## src/rtl/core/pun_pkg.sv

```systemverilog
// Shared constants, types and helpers of the partition-of-unity normalizer.
package pun_pkg;

  localparam int unsigned FracBits  = 16;
  localparam int unsigned Lanes     = 4;
  localparam int unsigned InW       = 24;
  localparam int unsigned NormW     = FracBits + 1;
  localparam int unsigned SumW      = NormW + $clog2(Lanes);
  localparam int unsigned CntW      = 3;
  localparam int unsigned BitsPerSt = 3;
  localparam int unsigned DivStages = (NormW + BitsPerSt - 1) / BitsPerSt;
  localparam logic [NormW-1:0] One  = NormW'(1) << FracBits;

  typedef struct packed {
    logic [Lanes-1:0][SumW-1:0]  rem;
    logic [Lanes-1:0]            lsb;
    logic [Lanes-1:0][NormW-1:0] quo;
    logic [SumW-1:0]             divisor;
  } pun_item_t;

endpackage

```

## src/rtl/core/pun_div_stage.sv

```systemverilog
// One restoring-division stage: NUM_BITS quotient bits for every lane.
module pun_div_stage #(
  parameter int unsigned FIRST_BIT = 16,
  parameter int unsigned NUM_BITS  = 3
) (
  input  logic               clk_i,
  input  logic               rst_ni,
  input  logic               valid_i,
  output logic               ready_o,
  input  pun_pkg::pun_item_t item_i,
  output logic               valid_o,
  input  logic               ready_i,
  output pun_pkg::pun_item_t item_o
);

  logic               valid_q;
  pun_pkg::pun_item_t item_q, item_d;
  logic [pun_pkg::SumW:0] trial;

  assign ready_o = !valid_q || ready_i;
  assign valid_o = valid_q;
  assign item_o  = item_q;

  always_comb begin
    item_d = item_i;
    trial  = '0;
    for (int k = 0; k < pun_pkg::Lanes; k++) begin
      for (int b = 0; b < NUM_BITS; b++) begin
        // bring in the dividend bit: only the top quotient bit sees the lsb
        trial = {item_d.rem[k],
                 (FIRST_BIT - b == pun_pkg::FracBits) ? item_d.lsb[k] : 1'b0};
        if (trial >= {1'b0, item_d.divisor}) begin
          trial = trial - {1'b0, item_d.divisor};
          item_d.quo[k] = {item_d.quo[k][pun_pkg::NormW-2:0], 1'b1};
        end else begin
          item_d.quo[k] = {item_d.quo[k][pun_pkg::NormW-2:0], 1'b0};
        end
        item_d.rem[k] = trial[pun_pkg::SumW-1:0];
      end
    end
  end

  always_ff @(posedge clk_i or negedge rst_ni) begin
    if (!rst_ni) begin
      valid_q <= 1'b0;
    end else if (ready_o) begin
      valid_q <= valid_i;
    end
  end

  always_ff @(posedge clk_i) begin
    if (ready_o && valid_i) begin
      item_q <= item_d;
    end
  end

endmodule

```

## config.mk

```make
export PLATFORM = sky130hd
export DESIGN_NAME = pun_div_stage
export DESIGN_NICKNAME = d
export VERILOG_FILES = /design/src/rtl/core/pun_pkg.sv /design/src/rtl/core/pun_div_stage.sv
export SDC_FILE = /design/constraint.sdc
export NUM_CORES = 1
export LEC_CHECK = 0
export BUFFER_PORTS_ARGS = -buffer_cell sky130_fd_sc_hd__buf_2
export CORE_ASPECT_RATIO = 2
export CORE_UTILIZATION = 40
export CTS_CLUSTER_DIAMETER = 100
export DETAILED_ROUTE_END_ITERATION = 10
export GPL_TIMING_DRIVEN = 0
export PLACE_DENSITY = 0.61
export SYNTH_ARGS = -nofsm -noshare
export SYNTH_HDL_FRONTEND = slang
export SYNTH_SLANG_ARGS = --single-unit
```

## constraint.sdc

```tcl
create_clock -name clk_i -period 6.09 [get_ports clk_i]
set_input_delay 0 -clock clk_i [delete_from_list [all_inputs] [get_ports clk_i]]
set_output_delay 0 -clock clk_i [all_outputs]
set_load 0.01 [all_outputs]
```

==> results of run 1 <==
layer usage:
layer	share of wire, %	up-vias	global-route usage [%]
met4	8.6	6	23.5
met5	0.041	-	0
met1	35	9643	30.9
met3	5.3	309	4.73
li1	-	9253	-
met2	51	804	58.6
flip-flops by register name, summed over array words and instances (netlist names):
| name | flops |
|---|---|
| item_o | 167 |
| valid_o | 1 |
tightest hold or removal path, stage by stage:
cell      delay [ns]
buf_6           0.11
o21ai_4         0.08
o221ai_2        0.20
final timing paths:
check,from,end,slack [ns],cells after the start
min reg2reg,valid_o,item_o[60],1.08,2
max in group asynchronous,rst_ni,valid_o,5.64,3
max reg2reg,valid_o,item_o[104],3.89,4
min in group asynchronous,rst_ni,valid_o,0.35,3
max,item_i[1],item_o[166],-0.47,35
min,item_i[89],item_o[131],0.05,3
Yosys cell counts (18+ instances only):
| library cell | instances | area (um2) |
|---|---|---|
| o21ai_0 | 110 | 551 |
| inv_1 | 101 | 379 |
| nand2b_1 | 30 | 188 |
| a31oi_1 | 25 | 156 |
| o221ai_1 | 18 | 158 |
| and2_1 | 18 | 113 |
| nor3_1 | 50 | 250 |
| mux2_2 | 79 | 890 |
| nor2b_1 | 25 | 156 |
| xnor2_1 | 109 | 955 |
| clkbuf_1 | 25 | 93.8 |
| a211oi_1 | 25 | 188 |
| o31ai_1 | 20 | 150 |
| mux2_1 | 22 | 248 |
| o21a_1 | 42 | 315 |
| edfxtp_1 | 167 | 5010 |
| xor2_1 | 59 | 517 |
| a21o_1 | 55 | 413 |
| nand2_1 | 140 | 526 |
| nand3_1 | 56 | 280 |
| nor2_1 | 136 | 510 |
| a21oi_1 | 172 | 861 |
| mux2i_1 | 23 | 230 |
| ha_1 | 224 | 2800 |
| o21bai_1 | 19 | 143 |
layout make-up:
class / instances / area [um2]
repair buffers: 722 / 5470
diodes: 1 / 2.50
inverters: 108 / 503
flip-flops and latches: 168 / 5040
well taps: 565 / 707
fillers: 3713 / 17000
plain buffers: 31 / 495
clock buffers: 19 / 433
clock inverters: 13 / 159
multi-input cells: 1725 / 16100
placed cells by master, fill, tap and decap left out, types with 47 or more instances in the layout:
cell type      count
a21o_1            53
inv_1             72
a21oi_1          121
buf_2            312
nand3_1           49
nand2_1          123
mux2_2            47
edfxtp_1         167
o21ai_0           71
xor2_1            59
buf_4            251
mux2_4            60
xnor2_1          109
dlygate4sd3_1     83
ha_4              90
ha_1             116
nor2_1           126
logic make-up after synthesis:
family | count (synthesis)
mux | 130
buf+inv | 148
simple gates | 552
flops | 168
fa+ha+maj | 232
compound gates | 643
xor+xnor | 168
metrics by stage:
step / power [uW] / hold slack [ns] / worst slack (ns)
global placement: 8210 / -0.225 / -2.80
floorplan: 6690 / -0.296 / -0.726
CTS: 11000 / 0.0259 / -0.578
global route: 12500 / 0.0610 / -0.604
detailed placement: 8320 / -0.223 / -2.94
finish: 11800 / 0.0470 / -0.471
power by group through the flow:
stage / clock, uW / sequential [uW] / combinational, uW
6_report: 1190 / 1860 / 8770
5_1_grt: 1250 / 1890 / 9350
4_1_cts: 1220 / 1860 / 7910
3_5_place_dp: 0 / 1890 / 6430
3_3_place_gp: 0 / 1900 / 6310
2_1_floorplan: 0 / 2050 / 4640
repair_timing:
action / CTS / global route
gates cloned: 13 / 5
endpoints found under the hold margin: 81 / 0
endpoints found under the setup margin: 80 / 80
pin swaps: 121 / 115
gates resized for setup: 432 / 200
buffers inserted: 224 / 72
hold buffers: 83 / 0
==> reports/metrics.csv, run 1 <==
metric,value,unit
Gate power share,74.2,%
"FFs w/ async S/R, synth",0.595,%
Crit Path Max Fanout,8,
CP startpoint kind,input pin,
failing checks,setup timing,
"Design Area, Final",28900,um2
Routed WL per cell,23.0,um
clock share of power,10.1,%
Worst-path clk slew,0.07,ns
slowest CP cell,or4_1,
flop and latch count out of synthesis,168,
synthesis-to-finish area growth,55.7,%
fin crit period,6.56,ns
Post-synth EDFFs,167,
Worst Path Required,6.30,ns
PwrDens,410,nW/um2
cts bufs inserted,17,
CP Class,input pin to flip-flop,
Final period util,108,%
sw frac,42.4,%
placed insts,2935,
syn nets,2444,
Leak,0.0120,uW
post-DP HPWL,52.2,mm
max-cap violations,0,
adder-cell area share of the yosys netlist,16.0,%
CP bufs+invs,9,
Final setup viols,79,
initial drt markers,1128,
Worst Tran Pin Value,1.12,ns
die height,306,um
initial antenna violation count,4,
top cell family by delay on the critical path,compound AO/OA/AOI/OAI gates,
port bufs,327,
sequential cell area fraction in the yosys report,27.2,%
final routed DRC violation total,0,
Initial Util,40.4,%
status,finished with violations,
synthesized area,18500,um2
Crit. End Element,flip-flop,
drt total wl,77.2,mm
Synth Area in Simple Gates,14.5,%
GRT Resource Usage Total,31.4,%
multiplexer share of the synthesized area,7.86,%
synthesized area per cell,9.08,um2
Worst path max stage delay,0.52,ns
Core Region,45800,um2
die area,47300,um2
Rel. slew slack,25.0,%
ANT nets after route,0,
part of the power in registers,15.7,%
main combinational cell family by area after synthesis,compound AO/OA/AOI/OAI gates,
setup_tns,-25.89,ns
Fin. Hold Viols,0,
gpl congestion,0.974,
pins over their slew limit,0,
nets@finish,3176,
Synth Area in Compound Gates,23.4,%
overflow left after global routing,0,
Max Clock Skew,0.0236,ns
CTS tree,yes,
share of cells above drive strength 1,43.4,%
I/O pins,340,
CTS sink cnt,168,
Peak VDD IR,0.000252,V
Via Count,20000,
Clock Tree Buf Depth,2,
Cells after Synth,2041,
Initial DRT Pass Iterations,6,
f_max,0.152,GHz
pin count of the biggest net entering global routing,65,
first-pass GRT wire length,112,mm
HP Class,input pin to flip-flop,
Root Buffer,clkbuf_16,
"non-filler cells, final",3352,
DIE WIDTH,154,um
internal power,6810,uW
Cell variety after synth,88,
vias in the first global route,20300,
Syn. warnings,0,
Site Rows,111,
switching pwr,5010,uW
Area after DPL,21700,um2
H-tree depth,4,
final core utilization,63.0,%
Synth Area in XOR/XNOR,7.94,%
Vias/cell,5.97,
top_reg_cell synth,edfxtp_1,
worst-skew pair later-pin latency,0.49,ns
Worst EP arrival,6.77,ns
slack of the critical path,-0.471,ns
RSZ-0062 raised after global routing,true,
Note: power is estimated with default switching activity, not from simulation.
==> run 2, diff against run 1 <==
--- a/config.mk
+++ b/config.mk
@@ -12,6 +12,7 @@
 export DETAILED_ROUTE_END_ITERATION = 10
 export GPL_TIMING_DRIVEN = 0
 export PLACE_DENSITY = 0.61
+export SKIP_CTS_REPAIR_TIMING = 1
 export SYNTH_ARGS = -nofsm -noshare
 export SYNTH_HDL_FRONTEND = slang
 export SYNTH_SLANG_ARGS = --single-unit
==> run 2 against run 1 <==
Effect of this change: the run still ends with setup timing left; highest routed layer unchanged; sequential share of layout area increased by 0.69 points; clock power about the same; critical endpoint is now item_o[106]; final area decreased by 3.8%; register-to-register slack about the same.
==> reports/metrics.csv, run 2 (same netlist as run 1, synthesis figures left out) <==
metric,value,unit
die area,47300,um2
Via Count,19500,
DIE WIDTH,154,um
CP startpoint kind,input pin,
overflow left after global routing,0,
worst hold margin,0.00736,ns
worst-skew pair later-pin latency,0.48,ns
nets@finish,3121,
fin crit period,6.80,ns
Worst Tran Pin Value,1.01,ns
R2R setup slack,3.89,ns
GRT Resource Usage Total,27.3,%
Crit Path Max Fanout,7,
status,finished with violations,
slowest CP cell,ha_2,
cts bufs inserted,17,
CP Class,input pin to flip-flop,
post-DP HPWL,52.2,mm
reg2reg start,valid_o,
Hold Path Depth,3,
initial drt markers,915,
Worst-path clk slew,0.07,ns
final routed DRC violation total,0,
RSZ-0062 raised after global routing,true,
Vias/cell,5.92,
R2R Path End,item_o[104],
"leading cell type in the layout, fill and taps excluded",buf_2,
Rel. slew slack,32.0,%
Initial Util,40.4,%
Hold Crit Start,item_i[142],
PwrDens,405,nW/um2
gpl congestion,0.974,
pre-CTS setup slack,-2.94,ns
slack of the critical path,-0.709,ns
synthesis-to-finish area growth,49.8,%
die height,306,um
Crit. End Element,flip-flop,
HP Class,input pin to flip-flop,
vias in the first global route,17900,
Clock Tree Buf Depth,2,
H-tree depth,4,
max FFs per register,167,
ANT nets after route,0,
Worst Path Required,6.32,ns
diode count,0,
Core Region,45800,um2
Routed WL per cell,22.1,um
share of cells above drive strength 1,40.2,%
Leak,0.0115,uW
f_max,0.147,GHz
Final setup viols,80,
Root Buffer,clkbuf_16,
CTS tree,yes,
max-cap violations,0,
Fin. Hold Viols,0,
Final period util,112,%
"non-filler cells, final",3296,
CTS sink cnt,168,
drt total wl,72.7,mm
first-pass GRT wire length,97.8,mm
I/O pins,340,
Worst Reg2Reg Path Length in Cells,4,
pins over their slew limit,0,
most frequent cells in the layout,"buf_2 (317), buf_4 (207), edfxtp_1 (167), ha_1 (134), nand2_1 (132)",
Max Clock Skew,0.0229,ns
failing checks,setup timing,
port bufs,327,
Site Rows,111,
pin count of the biggest net entering global routing,65,
initial antenna violation count,6,
placed insts,2935,
Worst path max stage delay,0.43,ns
Min-Delay Endpoint,item_o[145],
Initial DRT Pass Iterations,5,
Worst EP arrival,7.03,ns
Peak VDD IR,0.000238,V
-- run 2: how the worst max path moves through the flow --
stage	start	endpoint	slack (ns)	cells after the start
final	item_i[8]	item_o[106]	-0.71	33
after global routing	item_i[8]	item_o[106]	-0.89	33
after CTS	item_i[11]	item_o[107]	-2.47	31
after detailed placement	item_i[11]	item_o[107]	-2.94	31
after global placement	item_i[11]	item_o[107]	-2.80	31
after floorplan	item_i[1]	item_o[106]	-0.73	31
-- run 2: worst max-delay path, delay by kind of cell --
kind,cells,cell delay (ns)
multiplexers,2,0.62
AO/OA/AOI/OAI,17,3.50
AND/OR/NAND/NOR,4,0.78
adder cells (fa/ha/maj),3,0.92
buffers and inverters,7,1.17
-- run 2: cell type report --
| type | count | area, um2 |
|---|---|---|
| fill | 3849 | 18100 |
| inverter | 108 | 510 |
| tap | 565 | 707 |
| sequential | 168 | 5040 |
| clock inverter | 13 | 159 |
| buffer | 32 | 429 |
| multi-input combinational | 1725 | 15500 |
| timing repair buffer | 666 | 5010 |
| clock buffer | 19 | 433 |
-- run 2: per-stage QoR --
stage               util (%)  power, uW  area [um2]  TNS (ns)
finish                  60.6      11200       27800    -38.92
global route            60.6      11900       27800    -52.27
CTS                     48.6       9550       22300   -160.13
detailed placement      47.4       8320       21700   -198.17
global placement        47.2       8210       21600   -284.40
floorplan                  -       6690       19300    -38.14
-- run 2: where the power goes --
| group | total (uW) | switching (uW) | internal [uW] | leakage (uW) |
|---|---|---|---|---|
| logic | 8190 | 4140 | 4060 | 0.00966 |
| registers | 1860 | 77.9 | 1780 | 0.00160 |
| clock network | 1190 | 573 | 618 | 0.000283 |
| total | 11200 | 4790 | 6460 | 0.0115 |
-- run 2: per-layer routing --
layer  vias to the layer above  GRT usage [%]  share of wire (%)
met5                         -              0               0.10
met4                        12           17.7                7.4
met3                       269           4.10                4.5
met2                       690           52.4                 53
met1                      9388           26.7                 35
li1                       9138              -                  -
