$ cat src/rtl/core/pun_pkg.sv
// Shared constants, types and helpers of the partition-of-unity normalizer.
package pun_pkg;

  localparam int unsigned FracBits  = 16;
  localparam int unsigned Lanes     = 4;
  localparam int unsigned InW       = 24;
  localparam int unsigned NormW     = FracBits + 1;
  localparam int unsigned SumW      = NormW + $clog2(Lanes);
  localparam int unsigned CntW      = 3;
  localparam int unsigned BitsPerSt = 3;
  localparam int unsigned DivStages = (NormW + BitsPerSt - 1) / BitsPerSt;
  localparam logic [NormW-1:0] One  = NormW'(1) << FracBits;

  typedef struct packed {
    logic [Lanes-1:0][SumW-1:0]  rem;
    logic [Lanes-1:0]            lsb;
    logic [Lanes-1:0][NormW-1:0] quo;
    logic [SumW-1:0]             divisor;
  } pun_item_t;

endpackage

$ cat src/rtl/core/pun_front.sv
// Front stage: clamp components, sum them and set up the divider state.
module pun_front (
  input  logic                                          clk_i,
  input  logic                                          rst_ni,
  input  logic                                          valid_i,
  output logic                                          ready_o,
  input  logic [pun_pkg::Lanes-1:0][pun_pkg::InW-1:0]  comp_i,
  input  logic [pun_pkg::CntW-1:0]                      count_i,
  output logic                                          valid_o,
  input  logic                                          ready_i,
  output pun_pkg::pun_item_t                            item_o
);

  logic               valid_q;
  pun_pkg::pun_item_t item_q, item_d;
  logic [pun_pkg::CntW-1:0] active;
  logic [pun_pkg::Lanes-1:0][pun_pkg::NormW-1:0] clamped;
  logic [pun_pkg::SumW-1:0] sum;

  assign ready_o = !valid_q || ready_i;
  assign valid_o = valid_q;
  assign item_o  = item_q;

  always_comb begin
    active = (count_i > pun_pkg::CntW'(pun_pkg::Lanes)) ? pun_pkg::CntW'(pun_pkg::Lanes)
                                                        : count_i;
    sum = '0;
    for (int k = 0; k < pun_pkg::Lanes; k++) begin
      if (pun_pkg::CntW'(k) >= active || comp_i[k][pun_pkg::InW-1]) begin
        clamped[k] = '0;
      end else if (comp_i[k] > pun_pkg::InW'(pun_pkg::One)) begin
        clamped[k] = pun_pkg::One;
      end else begin
        clamped[k] = comp_i[k][pun_pkg::NormW-1:0];
      end
      sum = sum + pun_pkg::SumW'(clamped[k]);
    end
    item_d.divisor = (sum >= pun_pkg::SumW'(pun_pkg::One)) ? sum : pun_pkg::SumW'(pun_pkg::One);
    for (int k = 0; k < pun_pkg::Lanes; k++) begin
      item_d.rem[k] = pun_pkg::SumW'(clamped[k] >> 1);
      item_d.lsb[k] = clamped[k][0];
      item_d.quo[k] = '0;
    end
  end

  always_ff @(posedge clk_i or negedge rst_ni) begin
    if (!rst_ni) begin
      valid_q <= 1'b0;
    end else if (ready_o) begin
      valid_q <= valid_i;
    end
  end

  always_ff @(posedge clk_i) begin
    if (ready_o && valid_i) begin
      item_q <= item_d;
    end
  end

endmodule

$ cat config.mk
export PLATFORM = sky130hd
export DESIGN_NAME = pun_front
export DESIGN_NICKNAME = d
export VERILOG_FILES = /design/src/rtl/core/pun_pkg.sv /design/src/rtl/core/pun_front.sv
export SDC_FILE = /design/constraint.sdc
export NUM_CORES = 1
export LEC_CHECK = 0
export BUFFER_PORTS_ARGS = -buffer_cell sky130_fd_sc_hd__clkbuf_2
export CORE_UTILIZATION = 30
export DETAILED_ROUTE_END_ITERATION = 8
export PLACE_DENSITY = 0.51
export SLEW_MARGIN = 20
export SYNTH_ARGS = -nofsm -noshare
export SYNTH_HDL_FRONTEND = slang
export SYNTH_SLANG_ARGS = --single-unit
$ cat constraint.sdc
create_clock -name clk_i -period 3.9 [get_ports clk_i]
set_clock_uncertainty 0.1 [all_clocks]
set_input_delay 0.585 -clock clk_i [delete_from_list [all_inputs] [get_ports clk_i]]
set_output_delay 0.585 -clock clk_i [all_outputs]
set_load 0.02 [all_outputs]
==> flow_metrics.tcl, run 1 <==
set metrics [dict create \
    dpl.cell_count 1122 \
    antenna-diode-count 0 \
    worst_skew_pair.late_latency_ps 350 \
    detailedRoute.firstPassIterationCount 5 \
    grt_max_degree 88 \
    min_path_type "in -> reg" \
    drtAntennaViolNets 0 \
    core_area_sq_mm 0.0195 \
    average_cell_area_after_synthesis_sq_um 10.9 \
    grt_setup_unrepaired "yes" \
    detail_route.vias_per_cell 4.27 \
    timing.max_cap.violations 0 \
    syn_area_sq_mm 0.00601 \
    design.final.nets 1030 \
    violations "negative setup slack" \
    htreeDepth 3 \
    syn-instance-count 550 \
    regToRegSetupSlack_ps 2350 \
    numPortBuffers 191 \
    cts.sink_count 88 \
    dr.first_iter.drc_count 230 \
    grt_pass1_vias 4897 \
    worst_ep_arrival_time_ps 4820 \
    timing.hold.worst_endpoint "valid_o$_DFFE_PN0N_" \
    syn2layout_area_growth_pct 44.1 \
    final_period_minus_worst_setup_slack_ps 4820 \
    tritoncts_clock_tree "done" \
    grt_overflow 0 \
    clk_pin_slew_ps 70 \
    worst-setup-path-type "in -> reg" \
    die_height_um 144 \
    slew_violations 0 \
    hold_viol 0 \
    hold_depth 2 \
    part_of_the_cycle_the_worst_path_needs_pct 124 \
    placement.setup.worst_slack_ps -1380 \
    synth.distinct_cells 54 \
    fp.dieArea_sq_mm 0.0206 \
    number_of_synthesized_flops_with_an_enable_pin 87 \
    synth.top_cells.by_count "87 x sky130_fd_sc_hd__edfxtp_1, 81 x sky130_fd_sc_hd__buf_4, 81 x sky130_fd_sc_hd__inv_1" \
    crit_path_max_fanout 8 \
    finalSetupViolations 19 \
    synth_area_leader_cell "sky130_fd_sc_hd__edfxtp_1" \
    setup_ws_ps -917 \
    yosys_most_used_dff "sky130_fd_sc_hd__edfxtp_1" \
    outcome "complete, but fails checks" \
    numCtsBuffers 9 \
    grt_usage_pct 17.8 \
    worstSetupStartpointType "input pin" \
    final_cell_count_no_fill 1145 \
    cts_root_buffer "sky130_fd_sc_hd__clkbuf_16" \
    r2r_cells 3 \
    routabilityCongestion 0.837 \
    ys_top_cells_by_area "sky130_fd_sc_hd__edfxtp_1 43%, sky130_fd_sc_hd__fa_1 11%, sky130_fd_sc_hd__buf_4 10%" \
    whs_ps 342 \
    power.density_mw_per_mm2 284 \
    irDropWorstVdd_mv 0.204 \
    cts_buffer_depth 2 \
    post_drt_wl_per_cell_um 15.3 \
    dp_hpwl_mm 14.6 \
    vias 4887 \
    worstReg2RegStart "valid_o$_DFFE_PN0N_" \
    p_leak_nw 4.24 \
    worst_setup_path_end_kind "flop" \
    start_util_pct 30.8 \
    num_io_pins 272 \
    max_clock_freq_mhz 208 \
    grt_pass1_wl_mm 26.5 \
    final_layout_size_suffix_gt1_share_pct 45.8 \
    synth.most_common_cell "sky130_fd_sc_hd__edfxtp_1" \
    yosys.area.top_type_share_pct 43.4 \
    drcViolationCount 0 \
    fin_setup_tns_ps -16100 \
    synth_seq_cells 88 \
    placementRows 51 \
    synth_seq_area_share_pct 43.9 \
    antenna_found_initial 0 \
    critical_path.reg2reg.endpoint "item_o[138]$_DFFE_PP_" \
    die_x_um 144 \
    min_from "valid_i" \
    routed_wl_mm 17.5 \
    power_w 0.00246 \
    synthArstFlopShare_pct 1.14 \
    yosysWarnings 0 \
    worst_ep_required_time_ps 3900 \
]
-- where the power goes --
| group | leakage [nW] | switching [W] | total, W | internal, W |
|---|---|---|---|---|
| sequential | 0.885 | 0.0000121 | 0.00109 | 0.00108 |
| clock | 0.143 | 0.000400 | 0.000905 | 0.000505 |
| combinational | 3.21 | 0.000287 | 0.000462 | 0.000175 |
-- metrics by stage --
stage	util [%]	instance area (sq um)
after global routing	44.4	8670
after global placement	41.7	8150
after floorplan	-	6570
after detailed placement	41.7	8150
after CTS	43.9	8580
final	44.4	8670
-- sequential cells by signal, summed over array words and instances (netlist names) --
name and cells:
item_o 87, valid_o 1
-- worst max-delay path, cell delays in order --
cell and delay (ps):
sky130_fd_sc_hd__clkbuf_2 120, sky130_fd_sc_hd__nor4_4 320, sky130_fd_sc_hd__nand4_1 190, sky130_fd_sc_hd__a2111oi_4 360, sky130_fd_sc_hd__buf_4 220, sky130_fd_sc_hd__and2_4 160
sky130_fd_sc_hd__fa_1 440, sky130_fd_sc_hd__fa_2 470, sky130_fd_sc_hd__ha_4 190, sky130_fd_sc_hd__fa_2 390, sky130_fd_sc_hd__a211oi_2 260, sky130_fd_sc_hd__o21ai_2 110
sky130_fd_sc_hd__o311ai_2 270, sky130_fd_sc_hd__o211ai_2 180, sky130_fd_sc_hd__nor3b_4 210, sky130_fd_sc_hd__buf_6 150, sky130_fd_sc_hd__buf_12 120, sky130_fd_sc_hd__a21oi_1 70
-- cells in the final DEF, fill, tap and decap left out, types with 7 or more instances in the layout --
master and n:
sky130_fd_sc_hd__clkbuf_2 187, sky130_fd_sc_hd__buf_4 131, sky130_fd_sc_hd__edfxtp_1 87, sky130_fd_sc_hd__conb_1 80, sky130_fd_sc_hd__inv_1 79, sky130_fd_sc_hd__and2_1 39, sky130_fd_sc_hd__fa_1 31, sky130_fd_sc_hd__nand2_1 29
sky130_fd_sc_hd__a21oi_1 20, sky130_fd_sc_hd__nor2_1 16, sky130_fd_sc_hd__ha_1 13, sky130_fd_sc_hd__and2_4 10, sky130_fd_sc_hd__o21ai_0 9, sky130_fd_sc_hd__clkbuf_16 9, sky130_fd_sc_hd__a21oi_2 8, sky130_fd_sc_hd__nor4_1 8
sky130_fd_sc_hd__nor4_4 7
-- cells by family after synthesis --
group           Yosys count  synth area share (%)
compound gates           75                  9.24
xor+xnor                 10                  1.46
fa+ha+maj                52                  15.1
buf+inv                 174                  16.5
flops                    88                  43.9
mux                       1                 0.166
other cells               1                0.0624
simple gates            149                  13.6
-- area by class of cell --
class	instances	area, sq um
Fill cell	1956	10900
Clock buffer	9	225
Timing Repair Buffer	328	2070
Multi-Input combinational cell	367	3020
Inverter	81	304
Sequential cell	88	2640
Clock inverter	7	80.1
Tap cell	265	332
-- repair_timing --
item | CTS | global route
setup buffers | 5 | 1
endpoints found under the hold margin | 1 | 0
pin swaps | 5 | 4
hold buffers | 1 | 0
endpoints found under the setup margin | 19 | 19
resized for setup | 12 | 24
cloned | 1 | 0
-- metal layers --
layer / up-vias / share of wire, % / track usage [%]
met3: 16 / 7.8 / 4.07
li1: 2362 / - / -
met4: 0 / 1.4 / 4.82
met2: 222 / 50 / 31.7
met1: 2287 / 41 / 21.4
met5: - / 0 / 0
-- worst max path at each step --
stage | startpoint | endpoint | slack, ps
3_3_place_gp | comp_i[24] | item_o[2]$_SDFFCE_PN0P_ | -1290
3_5_place_dp | comp_i[0] | item_o[2]$_SDFFCE_PN0P_ | -1380
6_report | comp_i[49] | item_o[9]$_SDFFCE_PN0P_ | -920
2_1_floorplan | comp_i[27] | item_o[14]$_SDFFCE_PN0P_ | -920
4_1_cts | comp_i[35] | item_o[2]$_SDFFCE_PN0P_ | -900
5_1_grt | comp_i[35] | item_o[9]$_SDFFCE_PN0P_ | -1120
No activity file was read; power rests on OpenSTA's default activity.
==> inputs of run 2 (changes only) <==
- RECOVER_POWER: not set -> 50
==> run 2 against run 1 <==
Against the previous run: the run ends with max-capacitance violations, max-slew violations, negative setup slack left; worst hold slack got worse by 4.5 ps; final cell count stayed put; total power is 0.41% lower; sequential power is essentially flat.
==> flow_metrics.tcl, run 2 (synthesis results as in run 1) <==
set metrics [dict create \
    outcome "complete, but fails checks" \
    violations "max-capacitance violations, max-slew violations, negative setup slack" \
    worst_skew_pair.late_latency_ps 350 \
    tritoncts_clock_tree "done" \
    worst_setup_path_end_kind "flop" \
    cts.sink_count 88 \
    finalSetupViolations 19 \
    die_x_um 144 \
    drtAntennaViolNets 0 \
    grt_pass1_vias 4897 \
    post_drt_wl_per_cell_um 15.3 \
    cpMaxStageDelayCell "sky130_fd_sc_hd__fa_2" \
    vias 4910 \
    placementRows 51 \
    cp-startpoint "comp_i[49]" \
    worst_ep_arrival_time_ps 4810 \
    crit_path_max_fanout 8 \
    worst-setup-path-type "in -> reg" \
    timing.max_cap.violations 1 \
    power_w 0.00245 \
    whs_ps 337 \
    cell_seen_most_often_among_critical_path_stages "sky130_fd_sc_hd__fa_2" \
    routed_wl_mm 17.5 \
    slew_violations 88 \
    cts_root_buffer "sky130_fd_sc_hd__clkbuf_16" \
    design.final.nets 1030 \
    detailedRoute.firstPassIterationCount 4 \
    clkPwrFrac_pct 36.9 \
    netSwitchingFraction_pct 28.5 \
    dr.first_iter.drc_count 221 \
    hold_viol 0 \
    max_clock_freq_mhz 208 \
    start_util_pct 30.8 \
    numPortBuffers 191 \
    post-route-util_pct 43.8 \
    intPower_w 0.00175 \
    syn2layout_area_growth_pct 42.3 \
    cts_buffer_depth 2 \
    worstSetupStartpointType "input pin" \
    min_from "valid_i" \
    grt_setup_unrepaired "yes" \
    numCtsBuffers 9 \
    seq_power_share_pct 44.7 \
    grt_overflow 0 \
    placement.setup.worst_slack_ps -1380 \
    timing_worst_slew_pin_value_ps 2220 \
    power.density_mw_per_mm2 286 \
    combPwrFrac_pct 18.4 \
    num_io_pins 272 \
    part_of_the_cycle_the_worst_path_needs_pct 123 \
    irDropWorstVdd_mv 0.204 \
    cp_cell_sequence "clkbuf_2, nor4_4, nand4_1, a2111oi_4, buf_4, and2_4, fa_1, fa_2, ha_4, fa_2, a211oi_2, o21ai_2, o311ai_2, o211ai_2, nor3b_4, buf_6, buf_12, a21oi_1" \
    slew_headroom_pct -48.1 \
    largest_register_ff_count 87 \
    grt_usage_pct 17.8 \
    min_path_type "in -> reg" \
    core_area_sq_mm 0.0195 \
    most-common-layout-cells "131 x sky130_fd_sc_hd__buf_4, 114 x sky130_fd_sc_hd__clkbuf_2, 87 x sky130_fd_sc_hd__edfxtp_1, 80 x sky130_fd_sc_hd__conb_1, 79 x sky130_fd_sc_hd__inv_1" \
    layout_commonest_cell "sky130_fd_sc_hd__buf_4" \
    setup_ws_ps -913 \
    detail_route.vias_per_cell 4.29 \
    highest_cell_delay_on_the_worst_timing_path_ps 470 \
    htreeDepth 3 \
    drcViolationCount 0 \
    antenna_found_initial 0 \
    final_layout_size_suffix_gt1_share_pct 37.4 \
    p_leak_nw 4.01 \
    grt_pass1_wl_mm 26.5 \
    worstReg2RegStart "valid_o$_DFFE_PN0N_" \
    worst_ep_required_time_ps 3900 \
    net-switching-power_w 0.000697 \
    routabilityCongestion 0.837 \
    dp_hpwl_mm 14.6 \
    die_height_um 144 \
    final_period_minus_worst_setup_slack_ps 4810 \
    clk_pin_slew_ps 60 \
    antenna-diode-count 0 \
    grt_max_degree 88 \
    fp.dieArea_sq_mm 0.0206 \
]
## run 2: path summary, 6_finish.rpt
path	endpoint	cells past startpoint	slack [ps]
setup / recovery	item_o[9]$_SDFFCE_PN0P_	18	-910
hold / removal	valid_o$_DFFE_PN0N_	2	340
setup reg to reg	item_o[163]$_DFFE_PP_	3	1130
hold reg to reg	valid_o$_DFFE_PN0N_	2	430
max in group asynchronous	valid_o$_DFFE_PN0N_	2	3170
min in group asynchronous	valid_o$_DFFE_PN0N_	2	450
## run 2: power by group through the flow
stage / sequential, W / combinational, W / clock [W]
floorplan: 0.00117 / 0.000239 / 0
global route: 0.00110 / 0.000486 / 0.000961
detailed placement: 0.00111 / 0.000425 / 0
global placement: 0.00111 / 0.000426 / 0
CTS: 0.00109 / 0.000451 / 0.000931
finish: 0.00110 / 0.000451 / 0.000903
## run 2: cell type report
type	instances	area, sq um
Fill cell	1989	11000
Multi-Input combinational cell	367	3020
Sequential cell	88	2640
Timing Repair Buffer	328	1960
Tap cell	265	332
Inverter	81	304
Clock buffer	9	225
Clock inverter	7	80.1
## run 2: worst max-delay path, delay by kind of cell
kind	cells	cell delay, ps
AOI/OAI and AO/OA	6	1250
adders and majority gates	4	1490
buffers and inverters	4	610
and+or+nand+nor	4	880
## run 2: metal layers
metal | global-route usage [%] | routed length [um]
met5 | 0 | 0
met4 | 4.82 | 203
met3 | 4.07 | 1370
met2 | 31.7 | 8790
met1 | 21.4 | 7160
## run 2: repair_timing
item	CTS	global route
endpoints found under the hold margin	1	0
cloned	1	0
pin swaps	5	4
gates resized for setup	12	24
buffers inserted	5	1
hold buffers	1	0
setup endpoints to repair	19	19
## run 2: per-stage QoR
step	instance area, sq um	std cells	TNS [ps]
global route	8560	1145	-19990
detailed placement	8150	1122	-24310
CTS	8580	1144	-15410
global placement	8150	1122	-23380
floorplan	6570	629	-15190
finish	8560	1145	-16090
